[src/rtl/tskf_pkg.sv]
// Package for the two-state Kalman filter: widths, register map, micro-program
// and command types shared by the interfaces, controller, datapath and divider.
// No dependencies.
`default_nettype none

package tskf_pkg;

  localparam int FRAC_BITS = 16;
  localparam int DATA_W    = 32;
  localparam int ACC_W     = 2 * DATA_W + 2;
  localparam int RAM_DEPTH = 32;
  localparam int ADDR_W    = $clog2(RAM_DEPTH);
  localparam int SRC_W     = ADDR_W + 1;
  localparam int PC_W      = 6;
  localparam int DT_W      = 17;
  localparam int NOISE_W   = 31;
  localparam int PADDR_W   = 5;

  localparam logic [DATA_W-1:0] ONE = DATA_W'(1) << FRAC_BITS;
  localparam logic signed [ACC_W-1:0] HALF = ACC_W'(1) << (FRAC_BITS - 1);

  // Divider: dividend is |num| shifted up by FRAC_BITS, padded to an even width.
  localparam int DIV_Q_W   = ((DATA_W + FRAC_BITS + 1) / 2) * 2;
  localparam int DIV_ITER  = DIV_Q_W / 2;
  localparam int DIV_CNT_W = $clog2(DIV_ITER + 1);

  // Configuration register indexes and reset values.
  localparam logic [2:0] REG_STEP_TIME  = 3'd0;
  localparam logic [2:0] REG_PNOISE_ANG = 3'd1;
  localparam logic [2:0] REG_PNOISE_RAT = 3'd2;
  localparam logic [2:0] REG_MNOISE_ANG = 3'd3;
  localparam logic [2:0] REG_MNOISE_RAT = 3'd4;

  localparam logic [DT_W-1:0]    STEP_TIME_RST  = DT_W'(328);
  localparam logic [NOISE_W-1:0] PNOISE_ANG_RST = NOISE_W'(65536);
  localparam logic [NOISE_W-1:0] PNOISE_RAT_RST = NOISE_W'(65536);
  localparam logic [NOISE_W-1:0] MNOISE_ANG_RST = NOISE_W'(19660800);
  localparam logic [NOISE_W-1:0] MNOISE_RAT_RST = NOISE_W'(32768000);

  localparam logic OP_STEP   = 1'b0;
  localparam logic OP_RELOAD = 1'b1;

  typedef struct packed {
    logic [DT_W-1:0]    step_time;
    logic [NOISE_W-1:0] process_noise_angle;
    logic [NOISE_W-1:0] process_noise_rate;
    logic [NOISE_W-1:0] meas_noise_angle;
    logic [NOISE_W-1:0] meas_noise_rate;
  } cfg_t;

  // Operand sources: codes below RAM_DEPTH are scratch RAM entries.
  localparam logic [SRC_W-1:0] R_EST0 = 6'd0;
  localparam logic [SRC_W-1:0] R_EST1 = 6'd1;
  localparam logic [SRC_W-1:0] R_P00  = 6'd2;
  localparam logic [SRC_W-1:0] R_P01  = 6'd3;
  localparam logic [SRC_W-1:0] R_P10  = 6'd4;
  localparam logic [SRC_W-1:0] R_P11  = 6'd5;
  localparam logic [SRC_W-1:0] R_XA   = 6'd6;
  localparam logic [SRC_W-1:0] R_M00  = 6'd7;
  localparam logic [SRC_W-1:0] R_M01  = 6'd8;
  localparam logic [SRC_W-1:0] R_N00  = 6'd9;
  localparam logic [SRC_W-1:0] R_N10  = 6'd10;
  localparam logic [SRC_W-1:0] R_N11  = 6'd11;
  localparam logic [SRC_W-1:0] R_S00  = 6'd12;
  localparam logic [SRC_W-1:0] R_S11  = 6'd13;
  localparam logic [SRC_W-1:0] R_DET  = 6'd14;
  localparam logic [SRC_W-1:0] R_I00  = 6'd15;
  localparam logic [SRC_W-1:0] R_I01  = 6'd16;
  localparam logic [SRC_W-1:0] R_I10  = 6'd17;
  localparam logic [SRC_W-1:0] R_I11  = 6'd18;
  localparam logic [SRC_W-1:0] R_K00  = 6'd19;
  localparam logic [SRC_W-1:0] R_K01  = 6'd20;
  localparam logic [SRC_W-1:0] R_K10  = 6'd21;
  localparam logic [SRC_W-1:0] R_K11  = 6'd22;
  localparam logic [SRC_W-1:0] R_YA   = 6'd23;
  localparam logic [SRC_W-1:0] R_YR   = 6'd24;
  localparam logic [SRC_W-1:0] R_T00  = 6'd25;
  localparam logic [SRC_W-1:0] R_T01  = 6'd26;
  localparam logic [SRC_W-1:0] R_T10  = 6'd27;
  localparam logic [SRC_W-1:0] R_T11  = 6'd28;
  localparam logic [SRC_W-1:0] R_TMP  = 6'd29;
  localparam logic [SRC_W-1:0] C_ONE  = 6'd32;
  localparam logic [SRC_W-1:0] C_DT   = 6'd33;
  localparam logic [SRC_W-1:0] C_ZERO = 6'd34;
  localparam logic [SRC_W-1:0] C_QA   = 6'd35;
  localparam logic [SRC_W-1:0] C_QR   = 6'd36;
  localparam logic [SRC_W-1:0] C_RA   = 6'd37;
  localparam logic [SRC_W-1:0] C_RR   = 6'd38;
  localparam logic [SRC_W-1:0] C_ZA   = 6'd39;
  localparam logic [SRC_W-1:0] C_ZR   = 6'd40;

  // Entries holding the estimate and covariance; the clearing pass zeroes these.
  localparam int STATE_ENTRIES = 6;

  typedef enum logic [2:0] {
    K_DOT,
    K_DET,
    K_ADD,
    K_SUB,
    K_DIV
  } kind_e;

  typedef struct packed {
    kind_e             kind;
    logic [SRC_W-1:0]  a;
    logic [SRC_W-1:0]  b;
    logic [SRC_W-1:0]  c;
    logic [SRC_W-1:0]  d;
    logic [ADDR_W-1:0] dst;
  } instr_t;

  localparam logic [PC_W-1:0] OP0_FIRST = 6'd0;
  localparam logic [PC_W-1:0] OP0_LAST  = 6'd33;
  localparam logic [PC_W-1:0] OP1_FIRST = 6'd34;
  localparam logic [PC_W-1:0] OP1_LAST  = 6'd35;

  typedef struct packed {
    logic              rd;
    logic [SRC_W-1:0]  src_a;
    logic [SRC_W-1:0]  src_b;
    logic              mul_en;
    logic              acc_load;
    logic              acc_add;
    logic              acc_sub;
    logic              round_wr;
    logic              addsub_wr;
    logic              sub;
    logic              div_start;
    logic              div_wr;
    logic              clr_wr;
    logic [ADDR_W-1:0] dst;
    logic              load_z;
    logic              clear_sat;
    logic              out_load;
  } cmd_t;

  function automatic instr_t mk(input kind_e k, input logic [SRC_W-1:0] a,
                                input logic [SRC_W-1:0] b, input logic [SRC_W-1:0] c,
                                input logic [SRC_W-1:0] d, input logic [SRC_W-1:0] dst);
    instr_t i;
    i.kind = k;
    i.a    = a;
    i.b    = b;
    i.c    = c;
    i.d    = d;
    i.dst  = dst[ADDR_W-1:0];
    return i;
  endfunction

  // Micro-program. Two-operand ops use a and b; dot products form a*b + c*d,
  // the determinant a*b - c*d; divisions take a / b.
  function automatic instr_t prog(input logic [PC_W-1:0] pc);
    instr_t i;
    case (pc)
      6'd0:  i = mk(K_DOT, R_EST0, C_ONE, R_EST1, C_DT, R_XA);
      6'd1:  i = mk(K_DOT, R_P00, C_ONE, R_P10, C_DT, R_M00);
      6'd2:  i = mk(K_DOT, R_P01, C_ONE, R_P11, C_DT, R_M01);
      6'd3:  i = mk(K_DOT, R_M00, C_ONE, R_M01, C_DT, R_TMP);
      6'd4:  i = mk(K_ADD, R_TMP, C_QA, C_ZERO, C_ZERO, R_N00);
      6'd5:  i = mk(K_DOT, R_P10, C_ONE, R_P11, C_DT, R_N10);
      6'd6:  i = mk(K_ADD, R_P11, C_QR, C_ZERO, C_ZERO, R_N11);
      6'd7:  i = mk(K_ADD, R_N00, C_RA, C_ZERO, C_ZERO, R_S00);
      6'd8:  i = mk(K_ADD, R_N11, C_RR, C_ZERO, C_ZERO, R_S11);
      6'd9:  i = mk(K_DET, R_S00, R_S11, R_M01, R_N10, R_DET);
      6'd10: i = mk(K_DIV, R_S11, R_DET, C_ZERO, C_ZERO, R_I00);
      6'd11: i = mk(K_SUB, C_ZERO, R_M01, C_ZERO, C_ZERO, R_TMP);
      6'd12: i = mk(K_DIV, R_TMP, R_DET, C_ZERO, C_ZERO, R_I01);
      6'd13: i = mk(K_SUB, C_ZERO, R_N10, C_ZERO, C_ZERO, R_TMP);
      6'd14: i = mk(K_DIV, R_TMP, R_DET, C_ZERO, C_ZERO, R_I10);
      6'd15: i = mk(K_DIV, R_S00, R_DET, C_ZERO, C_ZERO, R_I11);
      6'd16: i = mk(K_DOT, R_N00, R_I00, R_M01, R_I10, R_K00);
      6'd17: i = mk(K_DOT, R_N00, R_I01, R_M01, R_I11, R_K01);
      6'd18: i = mk(K_DOT, R_N10, R_I00, R_N11, R_I10, R_K10);
      6'd19: i = mk(K_DOT, R_N10, R_I01, R_N11, R_I11, R_K11);
      6'd20: i = mk(K_SUB, C_ZA, R_XA, C_ZERO, C_ZERO, R_YA);
      6'd21: i = mk(K_SUB, C_ZR, R_EST1, C_ZERO, C_ZERO, R_YR);
      6'd22: i = mk(K_DOT, R_K00, R_YA, R_K01, R_YR, R_TMP);
      6'd23: i = mk(K_ADD, R_XA, R_TMP, C_ZERO, C_ZERO, R_EST0);
      6'd24: i = mk(K_DOT, R_K10, R_YA, R_K11, R_YR, R_TMP);
      6'd25: i = mk(K_ADD, R_EST1, R_TMP, C_ZERO, C_ZERO, R_EST1);
      6'd26: i = mk(K_SUB, C_ONE, R_K00, C_ZERO, C_ZERO, R_T00);
      6'd27: i = mk(K_SUB, C_ZERO, R_K01, C_ZERO, C_ZERO, R_T01);
      6'd28: i = mk(K_SUB, C_ZERO, R_K10, C_ZERO, C_ZERO, R_T10);
      6'd29: i = mk(K_SUB, C_ONE, R_K11, C_ZERO, C_ZERO, R_T11);
      6'd30: i = mk(K_DOT, R_T00, R_N00, R_T01, R_N10, R_P00);
      6'd31: i = mk(K_DOT, R_T00, R_M01, R_T01, R_N11, R_P01);
      6'd32: i = mk(K_DOT, R_T10, R_N00, R_T11, R_N10, R_P10);
      6'd33: i = mk(K_DOT, R_T10, R_M01, R_T11, R_N11, R_P11);
      6'd34: i = mk(K_ADD, C_ZA, C_ZERO, C_ZERO, C_ZERO, R_EST0);
      6'd35: i = mk(K_ADD, C_ZERO, C_ZERO, C_ZERO, C_ZERO, R_EST1);
      default: i = mk(K_ADD, C_ZERO, C_ZERO, C_ZERO, C_ZERO, R_TMP);
    endcase
    return i;
  endfunction

  // Saturate a wide signed value to DATA_W bits; the top bit of the result is
  // the saturation flag.
  function automatic logic [DATA_W:0] sat32(input logic signed [ACC_W-1:0] v);
    logic pos_ovf;
    logic neg_ovf;
    pos_ovf = !v[ACC_W-1] && (|v[ACC_W-2:DATA_W-1]);
    neg_ovf = v[ACC_W-1] && !(&v[ACC_W-2:DATA_W-1]);
    if (pos_ovf) begin
      return {1'b1, 1'b0, {(DATA_W-1){1'b1}}};
    end else if (neg_ovf) begin
      return {1'b1, 1'b1, {(DATA_W-1){1'b0}}};
    end
    return {1'b0, v[DATA_W-1:0]};
  endfunction

endpackage

`default_nettype wire

[src/rtl/tskf_ctrl.sv]
// Controller: clearing pass, micro-program sequencer, and input and output handshakes.
// Drives the datapath through cmd_t. Depends on tskf_pkg.
`default_nettype none

module tskf_ctrl (
  input  wire logic           clk_i,
  input  wire logic           rst_ni,
  input  wire logic           in_valid_i,
  input  wire logic           in_op_i,
  output logic                in_ready_o,
  output logic                out_valid_o,
  input  wire logic           out_ready_i,
  input  wire logic           div_done_i,
  output tskf_pkg::cmd_t      cmd_o
);
  import tskf_pkg::*;

  localparam logic [1:0] ST_CLR  = 2'd0;
  localparam logic [1:0] ST_IDLE = 2'd1;
  localparam logic [1:0] ST_RUN  = 2'd2;
  localparam logic [1:0] ST_FIN  = 2'd3;

  logic [1:0]      state_q, state_d;
  logic [PC_W-1:0] pc_q, pc_d, last_pc;
  logic [2:0]      phase_q, phase_d, clr_cnt_q, clr_cnt_d;
  logic            op_q, op_d, out_valid_q, out_valid_d, advance;
  instr_t          ins;
  cmd_t            cmd;

  assign ins     = prog(pc_q);
  assign last_pc = (op_q == OP_RELOAD) ? OP1_LAST : OP0_LAST;

  always_comb begin
    cmd       = '0;
    cmd.dst   = ins.dst;
    state_d   = state_q;
    pc_d      = pc_q;
    phase_d   = phase_q;
    clr_cnt_d = clr_cnt_q;
    op_d      = op_q;
    advance   = 1'b0;
    case (state_q)
      ST_CLR: begin
        cmd.clr_wr = 1'b1;
        cmd.dst    = ADDR_W'(clr_cnt_q);
        clr_cnt_d  = clr_cnt_q + 3'd1;
        if (clr_cnt_q == 3'(STATE_ENTRIES - 1)) begin
          state_d = ST_IDLE;
        end
      end
      ST_IDLE: begin
        if (in_valid_i) begin
          cmd.load_z    = 1'b1;
          cmd.clear_sat = 1'b1;
          op_d          = in_op_i;
          pc_d          = (in_op_i == OP_RELOAD) ? OP1_FIRST : OP0_FIRST;
          phase_d       = 3'd0;
          state_d       = ST_RUN;
        end
      end
      ST_RUN: begin
        if (phase_q == 3'd0) begin
          cmd.rd    = 1'b1;
          cmd.src_a = ins.a;
          cmd.src_b = ins.b;
          phase_d   = 3'd1;
        end else begin
          case (ins.kind)
            K_ADD, K_SUB: begin
              cmd.addsub_wr = 1'b1;
              cmd.sub       = (ins.kind == K_SUB);
              advance       = 1'b1;
            end
            K_DOT, K_DET: begin
              case (phase_q)
                3'd1: begin
                  cmd.mul_en = 1'b1;
                  cmd.rd     = 1'b1;
                  cmd.src_a  = ins.c;
                  cmd.src_b  = ins.d;
                end
                3'd2: begin
                  cmd.acc_load = 1'b1;
                  cmd.mul_en   = 1'b1;
                end
                3'd3: begin
                  cmd.acc_add = (ins.kind == K_DOT);
                  cmd.acc_sub = (ins.kind == K_DET);
                end
                default: begin
                  cmd.round_wr = 1'b1;
                  advance      = 1'b1;
                end
              endcase
              phase_d = phase_q + 3'd1;
            end
            K_DIV: begin
              if (phase_q == 3'd1) begin
                cmd.div_start = 1'b1;
                phase_d       = 3'd2;
              end else if (div_done_i) begin
                cmd.div_wr = 1'b1;
                advance    = 1'b1;
              end
            end
            default: advance = 1'b1;
          endcase
          if (advance) begin
            phase_d = 3'd0;
            if (pc_q == last_pc) begin
              state_d = ST_FIN;
            end else begin
              pc_d = pc_q + PC_W'(1);
            end
          end
        end
      end
      default: begin
        if (!out_valid_q || out_ready_i) begin
          cmd.out_load = 1'b1;
          state_d      = ST_IDLE;
        end
      end
    endcase
  end

  always_comb begin
    out_valid_d = out_valid_q;
    if (cmd.out_load) begin
      out_valid_d = 1'b1;
    end else if (out_ready_i) begin
      out_valid_d = 1'b0;
    end
  end

  always_ff @(posedge clk_i or negedge rst_ni) begin
    if (!rst_ni) begin
      state_q     <= ST_CLR;
      pc_q        <= '0;
      phase_q     <= '0;
      clr_cnt_q   <= '0;
      op_q        <= OP_STEP;
      out_valid_q <= 1'b0;
    end else begin
      state_q     <= state_d;
      pc_q        <= pc_d;
      phase_q     <= phase_d;
      clr_cnt_q   <= clr_cnt_d;
      op_q        <= op_d;
      out_valid_q <= out_valid_d;
    end
  end

  assign in_ready_o  = (state_q == ST_IDLE);
  assign out_valid_o = out_valid_q;
  assign cmd_o       = cmd;

`ifndef SYNTH
  a_pc_in_program: assert property (@(posedge clk_i) disable iff (!rst_ni)
    (state_q == ST_RUN) |-> (pc_q <= OP1_LAST))
    else $error("program counter left the program");

  a_accept_runs: assert property (@(posedge clk_i) disable iff (!rst_ni)
    (in_valid_i && in_ready_o) |=> (state_q == ST_RUN))
    else $error("accepted beat did not start the sequencer");

  a_load_shows: assert property (@(posedge clk_i) disable iff (!rst_ni)
    cmd.out_load |=> out_valid_q)
    else $error("result load did not raise output valid");

  a_clear_ends: assert property (@(posedge clk_i) disable iff (!rst_ni)
    (state_q == ST_CLR && clr_cnt_q == 3'(STATE_ENTRIES - 1)) |=> (state_q == ST_IDLE))
    else $error("clearing pass did not end");
`endif

endmodule

`default_nettype wire

[config.mk]
export PLATFORM = sky130hd
export DESIGN_NAME = tskf_ctrl
export DESIGN_NICKNAME = d
export VERILOG_FILES = /design/src/rtl/tskf_pkg.sv /design/src/rtl/tskf_ctrl.sv
export SDC_FILE = /design/constraint.sdc
export NUM_CORES = 1
export LEC_CHECK = 0
export BUFFER_PORTS_ARGS = -buffer_cell sky130_fd_sc_hd__buf_2
export CAP_MARGIN = 5
export CORE_ASPECT_RATIO = 1.5
export CORE_MARGIN = 5
export CORE_UTILIZATION = 59
export CTS_CLUSTER_SIZE = 24
export DETAILED_ROUTE_END_ITERATION = 16
export PLACE_DENSITY_LB_ADDON = 0.3
export SLEW_MARGIN = 20
export SYNTH_ARGS = -nofsm -noshare
export SYNTH_HDL_FRONTEND = slang
export SYNTH_SLANG_ARGS = --single-unit
[constraint.sdc]
create_clock -name clk_i -period 4.1 [get_ports clk_i]
set_input_delay 0.82 -clock clk_i [delete_from_list [all_inputs] [get_ports clk_i]]
set_output_delay 0.82 -clock clk_i [all_outputs]
set_load 0.01 [all_outputs]
# After elaboration in Yosys (flattened, before gate mapping)
# Memories as Yosys holds them, arrays and structs flattened.
# Index checks and enable logic that the tools add are counted.
[word_totals]
register_bits = 16
mem_bits_ro = 1984
input_bits = 6
output_inout_bits = 33
mem_count = 1
[op_classes]
n_addsub = 3
eq_ne = 19
muxes = 44
n_reduce_logical = 17
[memory_table]
columns = ["memory", "depth", "word_bits", "read_ports", "rd_clocked_by_memory_dff", "write_ports", "line", "source"]
rows = [
  ["(name not given)", 64, 31, 1, 0, 0, "tskf_pkg.sv:154", "case (pc)"],
]
[ops]
columns = ["operator", "count"]
rows = [
  ["$mux W6", 6],
  ["$mux W13", 2],
  ["$mux W2", 12],
  ["$mux W22", 1],
  ["$mux W18", 1],
  ["$eq A3 B2 Y1 const B", 4],
  ["$mux W1", 12],
  ["$mux W3", 4],
  ["$ne A2 B2 Y1 const B", 6],
  ["$pmux W3 S2", 2],
  ["$pmux W6 S2", 1],
  ["$mux W9", 1],
  ["$add A3 B1 Y3 const B", 2],
  ["$add A6 B1 Y6 const B", 1],
  ["$eq A3 B1 Y1 const B", 2],
  ["$eq A3 B3 Y1 const B", 2],
  ["$eq A6 B6 Y1", 1],
  ["$logic_not A3 Y1", 2],
  ["$pmux W2 S3", 1],
  ["$reduce_and A6 Y1", 1],
  ["$reduce_or A2 Y1", 3],
  ["$reduce_or A3 Y1", 2],
  ["$ne A5 B3 Y1 const B", 1],
  ["$ne A5 B5 Y1 const B", 1],
  ["other kinds (11)", 12],
]

# Logic depth before layout (Yosys ltp)
# Gate-level depths: netlist of run 1.
[logic_depth]
word_depth = 9
mapped_depth = 12
depth_no_buf = 9

# Least setup slack after synthesis of run 1
# OpenSTA, ideal clock, no wires.
[synth_timing]
path_kind = "register to output"
startpoint = "reg pc_q[2]"
endpoint = "out cmd_o[29] in the netlist's numbering"
t_arrival_ns = 2.918
t_required_ns = 3.280
path_slack_ns = 0.362
path_stages_with_launch = 13
n_path_buf = 3
path_cell_list = "dfrtp_1 buf_4 inv_1 clkbuf_1 ha_1 and2b_1 a2111oi_4 o31a_1 a21oi_1 or3_1 buf_2 inv_1 o211a_1"
[synth_rtl]
columns = ["element", "line", "source"]
rows = [
  ["start: declaration", "tskf_ctrl.sv:24", "logic [PC_W-1:0] pc_q, pc_d, last_pc;"],
  ["start signal: assignment", "tskf_ctrl.sv:146", "pc_q <= pc_d;"],
  ["end: declaration", "tskf_ctrl.sv:14", "output tskf_pkg::cmd_t cmd_o"],
]

==> impl_metrics.yaml, run 1 <==
critical_path:
  crit_cells: 9
  worstSetupPathType: "reg2out"
  cp.required_ps: 3280
  path_max_fanout: 8
  cpLargestDelayFamily: "simple AND/OR/NAND/NOR gates"
  cp-start-kind: "flip-flop"
  cp_slowest_cell: "or3_1"
  max_stage_delay_ps: 490
  crit_chain: "inv_1 > ha_1 > and2b_1 > a2111oi_4 > o31a_1 > a21oi_1 > or3_1 > nor3_1 > buf_2"
  crit_arrival_ps: 3040
  r2r_cells: 8
  end_kind: "output port"
  worst-path-buf-inv: 2
grt:
  grt_max_degree: 52
  use_met1_pct: 37.34
  grt_usage_pct: 31.30
  grt_remaining_overflow: 0
  first_global_vias: 3032
  grt_busiest_layer: "met2"
  grt_util_met3_pct: 2.738
  grt_use_met2_pct: 54.18
  grt_pass1_wl_um: 15380
  antenna_found_initial: 0
synth:
  postSynthCellCount: 384
  ys_warn_count: 0
  synth-seq-area-share_pct: 14.18
  synthArstFlopShare_pct: 100.0
  ys_ff_latch: 16
  synth_edf_count: 0
  synth_cell_types: 70
  syn_area_um2: 2824
  syn_avg_cell_area_um2: 7.354
  synth_ff_type: "dfrtp_1"
  syn_nets: 418
floorplan:
  initial_utilization_pct: 61.67
  rows: 30
  die_x_um: 66.49
  dieArea_um2: 6299
  coreArea_um2: 4579
  die_y_um: 94.73
  ios: 39
min_path:
  hold_path_class: "in2async"
drt:
  wl_per_cell_um: 20.29
  first_pass_iters: 5
  ant_nets: 0
  routed_wl_um: 9636
  drc_errors: 0
  drt_iter0_drc: 467
  vias: 3187
  viasPerCell: 6.709
clocking:
  clock-sinks: 16
  htree_num_levels: 1
  insertion_delay_ps: 250
  clockRootBuffer: "clkbuf_8"
  postCtsSetupBuffers: 0
  clk_pin_slew_worst_paths_ps: 70
  numCtsBuffers: 3
  cts_tree: "built"
  cts_hold_buf: 0
  ctsLongestPathBuffers: 2
  cts_resized: 0
cells_and_area:
  fin_nets: 446
  area_growth_pct: 11.12
  fin_util_pct: 68.52
  drive_above_1_share_pct: 20.19
  diodes: 0
place:
  dp_hpwl_um: 6979
  pre_cts_slack_ps: 464.1
  place_congestion: 0.9846
  port_buffers: 38
sta:
  fin_crit_sh_pct: 94.19
  maxSlewViolCount: 0
  slew_headroom_pct: 53.02
  finClkSkew_ps: 10.13
  min_period_ps: 3862
  finalSetupViolations: 0
  hold_viol: 0
  worst_pin_slew_ps: 693.7
  max_freq_ghz: 0.2590
  tns_ps: 0
  fin_ws_ps: 238.4
  grt_setup_unrepaired: "no"
power:
  pwr-share-clk_pct: 8.2
  p_sw_uw: 921.0
  peakVddDrop_mv: 0.3826
  sw_frac_of_total_pct: 53.30
  p_seq_share_pct: 16.1
  leakage_uw: 0.001368
  p_int_uw: 807.0
  combPwrFrac_pct: 75.7
  powerDensity_nw_per_um2: 550.7
run:
  cap_viol_max_count: 0
run_status:
  status: "complete, no violations"
## kinds of logic after synthesis
logic type,after synthesis,synth area share (%)
AND/OR/NAND/NOR,146,27.34
AO/OA/AOI/OAI,126,31.41
buffers and inverters,51,7.754
adder cells (fa/ha/maj),29,12.76
flip-flops,16,14.18
multiplexers,11,5.006
XOR/XNOR,5,1.551
## synth_stat cells (11+ instances only)
master | number | share of area, %
a211oi_1 | 11 | 2.9
a21oi_1 | 31 | 5.5
clkbuf_1 | 21 | 2.8
dfrtp_1 | 16 | 14
ha_1 | 28 | 12
inv_1 | 17 | 2.3
nand2_1 | 38 | 5.1
nor2_1 | 35 | 4.7
nor2b_1 | 11 | 2.4
nor3_1 | 16 | 2.8
o21ai_0 | 21 | 3.7
## state kept, by name, summed over array words and instances (netlist names)
name / count
clr_cnt_q: 3
op_q: 1
out_valid_o: 1
pc_q: 6
phase_q: 3
state_q: 2
## routing by layer
| layer | up-vias | wire [um] |
|---|---|---|
| li1 | 1448 | - |
| met1 | 1487 | 3470 |
| met2 | 203 | 4934 |
| met3 | 49 | 666 |
| met4 | 0 | 564 |
| met5 | - | 0 |
## power by group through the flow
stage / Clock (uW) / Combinational (uW) / Sequential, uW
global route: 151 / 1420 / 288
floorplan: 0 / 904 / 262
global placement: 0 / 1250 / 276
finish: 141 / 1310 / 279
detailed placement: 0 / 1260 / 278
CTS: 141 / 1270 / 277
## final timing paths
path	from	end	slack (ps)
setup / recovery	pc_q[1]$_DFFE_PN0P_	cmd_o[22]	240
hold / removal	rst_ni	out_valid_o$_DFFE_PN0P_	480
setup reg to reg	pc_q[0]$_DFFE_PN0P_	state_q[1]$_DFFE_PN0P_	1300
hold reg to reg	clr_cnt_q[2]$_DFFE_PN0P_	clr_cnt_q[2]$_DFFE_PN0P_	500
max in group asynchronous	rst_ni	pc_q[3]$_DFFE_PN0P_	3310
min in group clk_i	clr_cnt_q[2]$_DFFE_PN0P_	clr_cnt_q[2]$_DFFE_PN0P_	500
## stage by stage
stage / std cells / hold slack (ps) / total power, uW / instance area (um^2)
after detailed placement: 471 / 488.7 / 1536 / 3079
after CTS: 475 / 489.6 / 1691 / 3134
after floorplan: 384 / 461.1 / 1166 / 2824
after global placement: 471 / 484.3 / 1521 / 3079
final: 475 / 478.4 / 1728 / 3138
after global routing: 475 / 494.7 / 1859 / 3138
## layout by cell type (no fill, tap or decap), types with 3 or more instances in the layout
master and n:
ha_1 27, dfrtp_1 14, clkbuf_8 4, xnor2_1 3, nand2_1 38, a211o_1 3
a21o_1 3, inv_1 17, nor3_1 16, and2_1 4, buf_2 38, o21a_1 4
a21oi_1 31, o211ai_1 5, a311oi_1 10, nor3b_2 3, nand2b_1 9, nand3_1 10
nor2b_1 11, buf_4 18, mux2i_1 7, a31oi_1 4, o21ai_0 21, a211oi_1 11
o31ai_1 5, nor2_1 35, nor3b_1 3
## final cells by class
class | count | area (um^2)
multi-input cells | 317 | 2207
fillers | 413 | 1441
flip-flops and latches | 16 | 402.9
repair buffers | 56 | 325.3
well taps | 64 | 80.08
inverters | 18 | 67.56
clock buffers | 4 | 55.05
Power figures use the tool's default switching activity.
==> run 2, diff against run 1 <==
--- a/config.mk
+++ b/config.mk
@@ -5,6 +5,7 @@
 export SDC_FILE = /design/constraint.sdc
 export NUM_CORES = 1
 export LEC_CHECK = 0
+export ABC_AREA = 1
 export BUFFER_PORTS_ARGS = -buffer_cell sky130_fd_sc_hd__buf_2
 export CAP_MARGIN = 5
 export CORE_ASPECT_RATIO = 1.5
==> run 2 against run 1 <==
Compared with the run above: area after synthesis is 4.6% lower; design area is 7.5% lower; critical path depth is 4 higher; via count is 5.0% lower; sequential power is 3% higher; hold slack worse by 10 ps; critical endpoint is now cmd_o[21]; non-clock buffer count is 13 lower; clock skew is 4.8 ps lower; combinational power is 4% lower.
==> impl_metrics.yaml, run 2 <==
run_status:
  status: "complete, no violations"
critical_path:
  path_max_fanout: 10
  crit_arrival_ps: 2730
  cp_slowest_cell: "dfrtp_1"
  worstSetupPathType: "reg2out"
  worst-path-buf-inv: 2
  cpMostUsedCell: "nand2_1"
  cpLargestDelayFamily: "simple AND/OR/NAND/NOR gates"
  cp-start-kind: "flip-flop"
  end_kind: "output port"
  cp.required_ps: 3280
  max_stage_delay_ps: 510
  crit_chain: "inv_1 > ha_1 > nand2_1 > nand2_1 > nand2_1 > nand2_2 > nor2_4 > a21oi_1 > nand2_1 > nand2_1 > nand2_2 > nor3_1 > buf_2"
sta:
  slew_headroom_pct: 58.92
  worst_pin_slew_ps: 613.9
  finClkSkew_ps: 5.285
  maxSlewViolCount: 0
  fin_crit_sh_pct: 86.62
  min_period_ps: 3552
  tns_ps: 0
  max_freq_ghz: 0.2816
  fin_ws_ps: 548.4
  grt_setup_unrepaired: "no"
  hold_viol: 0
  finalSetupViolations: 0
cells_and_area:
  instances_no_fill: 491
  stdcell_area_um2: 2902
  diodes: 0
  largest_register_ffs: 6
  top_regs: "pc_q (6), clr_cnt_q (3), phase_q (3)"
  fin_nets: 478
  fin_util_pct: 64.96
  fillers: 411
  area_growth_pct: 7.710
  top_register: "pc_q"
  mostFrequentLayoutCells: "86 x nand2_1, 48 x inv_1, 38 x buf_2"
  drive_above_1_share_pct: 20.09
  mostFrequentLayoutCell: "nand2_1"
clocking:
  clk_pin_slew_worst_paths_ps: 70
  clockRootBuffer: "clkbuf_8"
  cts_hold_buf: 0
  insertion_delay_ps: 250
  ctsLongestPathBuffers: 2
  clock-sinks: 16
  cts_tree: "built"
  postCtsSetupBuffers: 0
  htree_num_levels: 1
  cts_resized: 0
  numCtsBuffers: 3
drt:
  drt_iter0_drc: 337
  drc_errors: 0
  wl_per_cell_um: 16.43
  first_pass_iters: 5
  vias: 3029
  routed_wl_um: 8066
  ant_nets: 0
  viasPerCell: 6.169
synth:
  ys_ff_latch: 16
  postSynthCellCount: 416
  netlist.area_leader.share_pct: 14.86
  synth-seq-area-share_pct: 14.86
  synth_edf_count: 0
  syn_nets: 450
  yosysTopAreaCell: "dfrtp_1"
  synth_cell_types: 46
  synth_ff_type: "dfrtp_1"
  syn_avg_cell_area_um2: 6.476
  ys_warn_count: 0
  syn_area_um2: 2694
  synth.most_common_cell: "nand2_1"
  synthArstFlopShare_pct: 100.0
  ys_top_cells_by_count: "86 x nand2_1, 48 x inv_1, 37 x nor2_1, 37 x o21ai_0, 29 x a21oi_1"
  netlist_top_cells_area: "dfrtp_1 15%, ha_1 13%, nand2_1 12%, o21ai_0 6.9%, inv_1 6.7%"
min_path:
  hold_path_class: "in2async"
grt:
  grt_pass1_wl_um: 13210
  grt_use_met2_pct: 45.05
  grt_busiest_layer: "met2"
  grt_util_met3_pct: 2.427
  antenna_found_initial: 0
  use_met1_pct: 33.08
  grt_remaining_overflow: 0
  grt_usage_pct: 27.25
  first_global_vias: 2823
  grt_max_degree: 27
floorplan:
  coreArea_um2: 4467
  dieArea_um2: 6045
  rows: 30
  die_x_um: 65.17
  ios: 39
  die_y_um: 92.76
  initial_utilization_pct: 60.31
place:
  port_buffers: 38
  pre_cts_slack_ps: 861.2
  place_congestion: 0.9952
  post_dp_cell_area_um2: 2846
  dp_hpwl_um: 6350
  dp.cells: 487
run:
  cap_viol_max_count: 0
power:
  leakage_uw: 0.001479
  powerDensity_nw_per_um2: 581.2
  peakVddDrop_mv: 0.4421
==> run 2: logic make-up (layout without fill, tap and decap cells) <==
kind of cell	Yosys count	count (layout)	share of synthesized area [%]
AND/OR/NAND/NOR	194	194	36.32
adder cells (fa/ha/maj)	28	28	13.01
XOR/XNOR	3	3	0.9756
flip-flops	16	16	14.86
AO/OA/AOI/OAI	99	99	21.74
buffers and inverters	76	103	13.10
==> run 2: metal layers <==
metal	part of all wire (%)	up-vias
met4	6.5	0
met5	0	-
met3	6.5	47
met1	38	1368
li1	-	1447
met2	49	167
==> run 2: path summary, 6_finish.rpt <==
kind                                               start                       end  slack (ps)  depth (start not counted)
worst max register to register       pc_q[0]$_DFFE_PN0P_       pc_q[2]$_DFFE_PN0P_        1600                         14
worst min register to register  clr_cnt_q[0]$_DFFE_PN0P_  clr_cnt_q[0]$_DFFE_PN0P_         520                          1
worst max-delay path                 pc_q[0]$_DFFE_PN0P_                 cmd_o[21]         550                         13
min in group clk_i              clr_cnt_q[0]$_DFFE_PN0P_  clr_cnt_q[0]$_DFFE_PN0P_         520                          1
worst min-delay path                              rst_ni  clr_cnt_q[2]$_DFFE_PN0P_         470                          1
max in group asynchronous                         rst_ni    phase_q[1]$_DFFE_PN0P_        3360                          1
==> run 2: power breakdown <==
| part | internal (uW) | total, uW | switching, uW |
|---|---|---|---|
| sequential | 212 | 286 | 73.6 |
| clock | 85.3 | 142 | 56.4 |
| combinational | 422 | 1260 | 837 |
==> run 2: through the flow <==
step / hold slack [ps] / total power, uW
after floorplan: 469.4 / 1239
after global placement: 495.9 / 1514
after detailed placement: 513.2 / 1524
after CTS: 477.3 / 1677
after global routing: 488.0 / 1850
final: 468.1 / 1686
==> run 2: cell type report <==
class,instances,area [um^2],area share [%]
Clock buffer,4,55.05,1.897
Inverter,56,217.7,7.503
Multi-Input combinational cell,324,1941,66.88
Sequential cell,16,400.4,13.80
Tap cell,48,60.06,2.070
Timing Repair Buffer,43,227.7,7.848
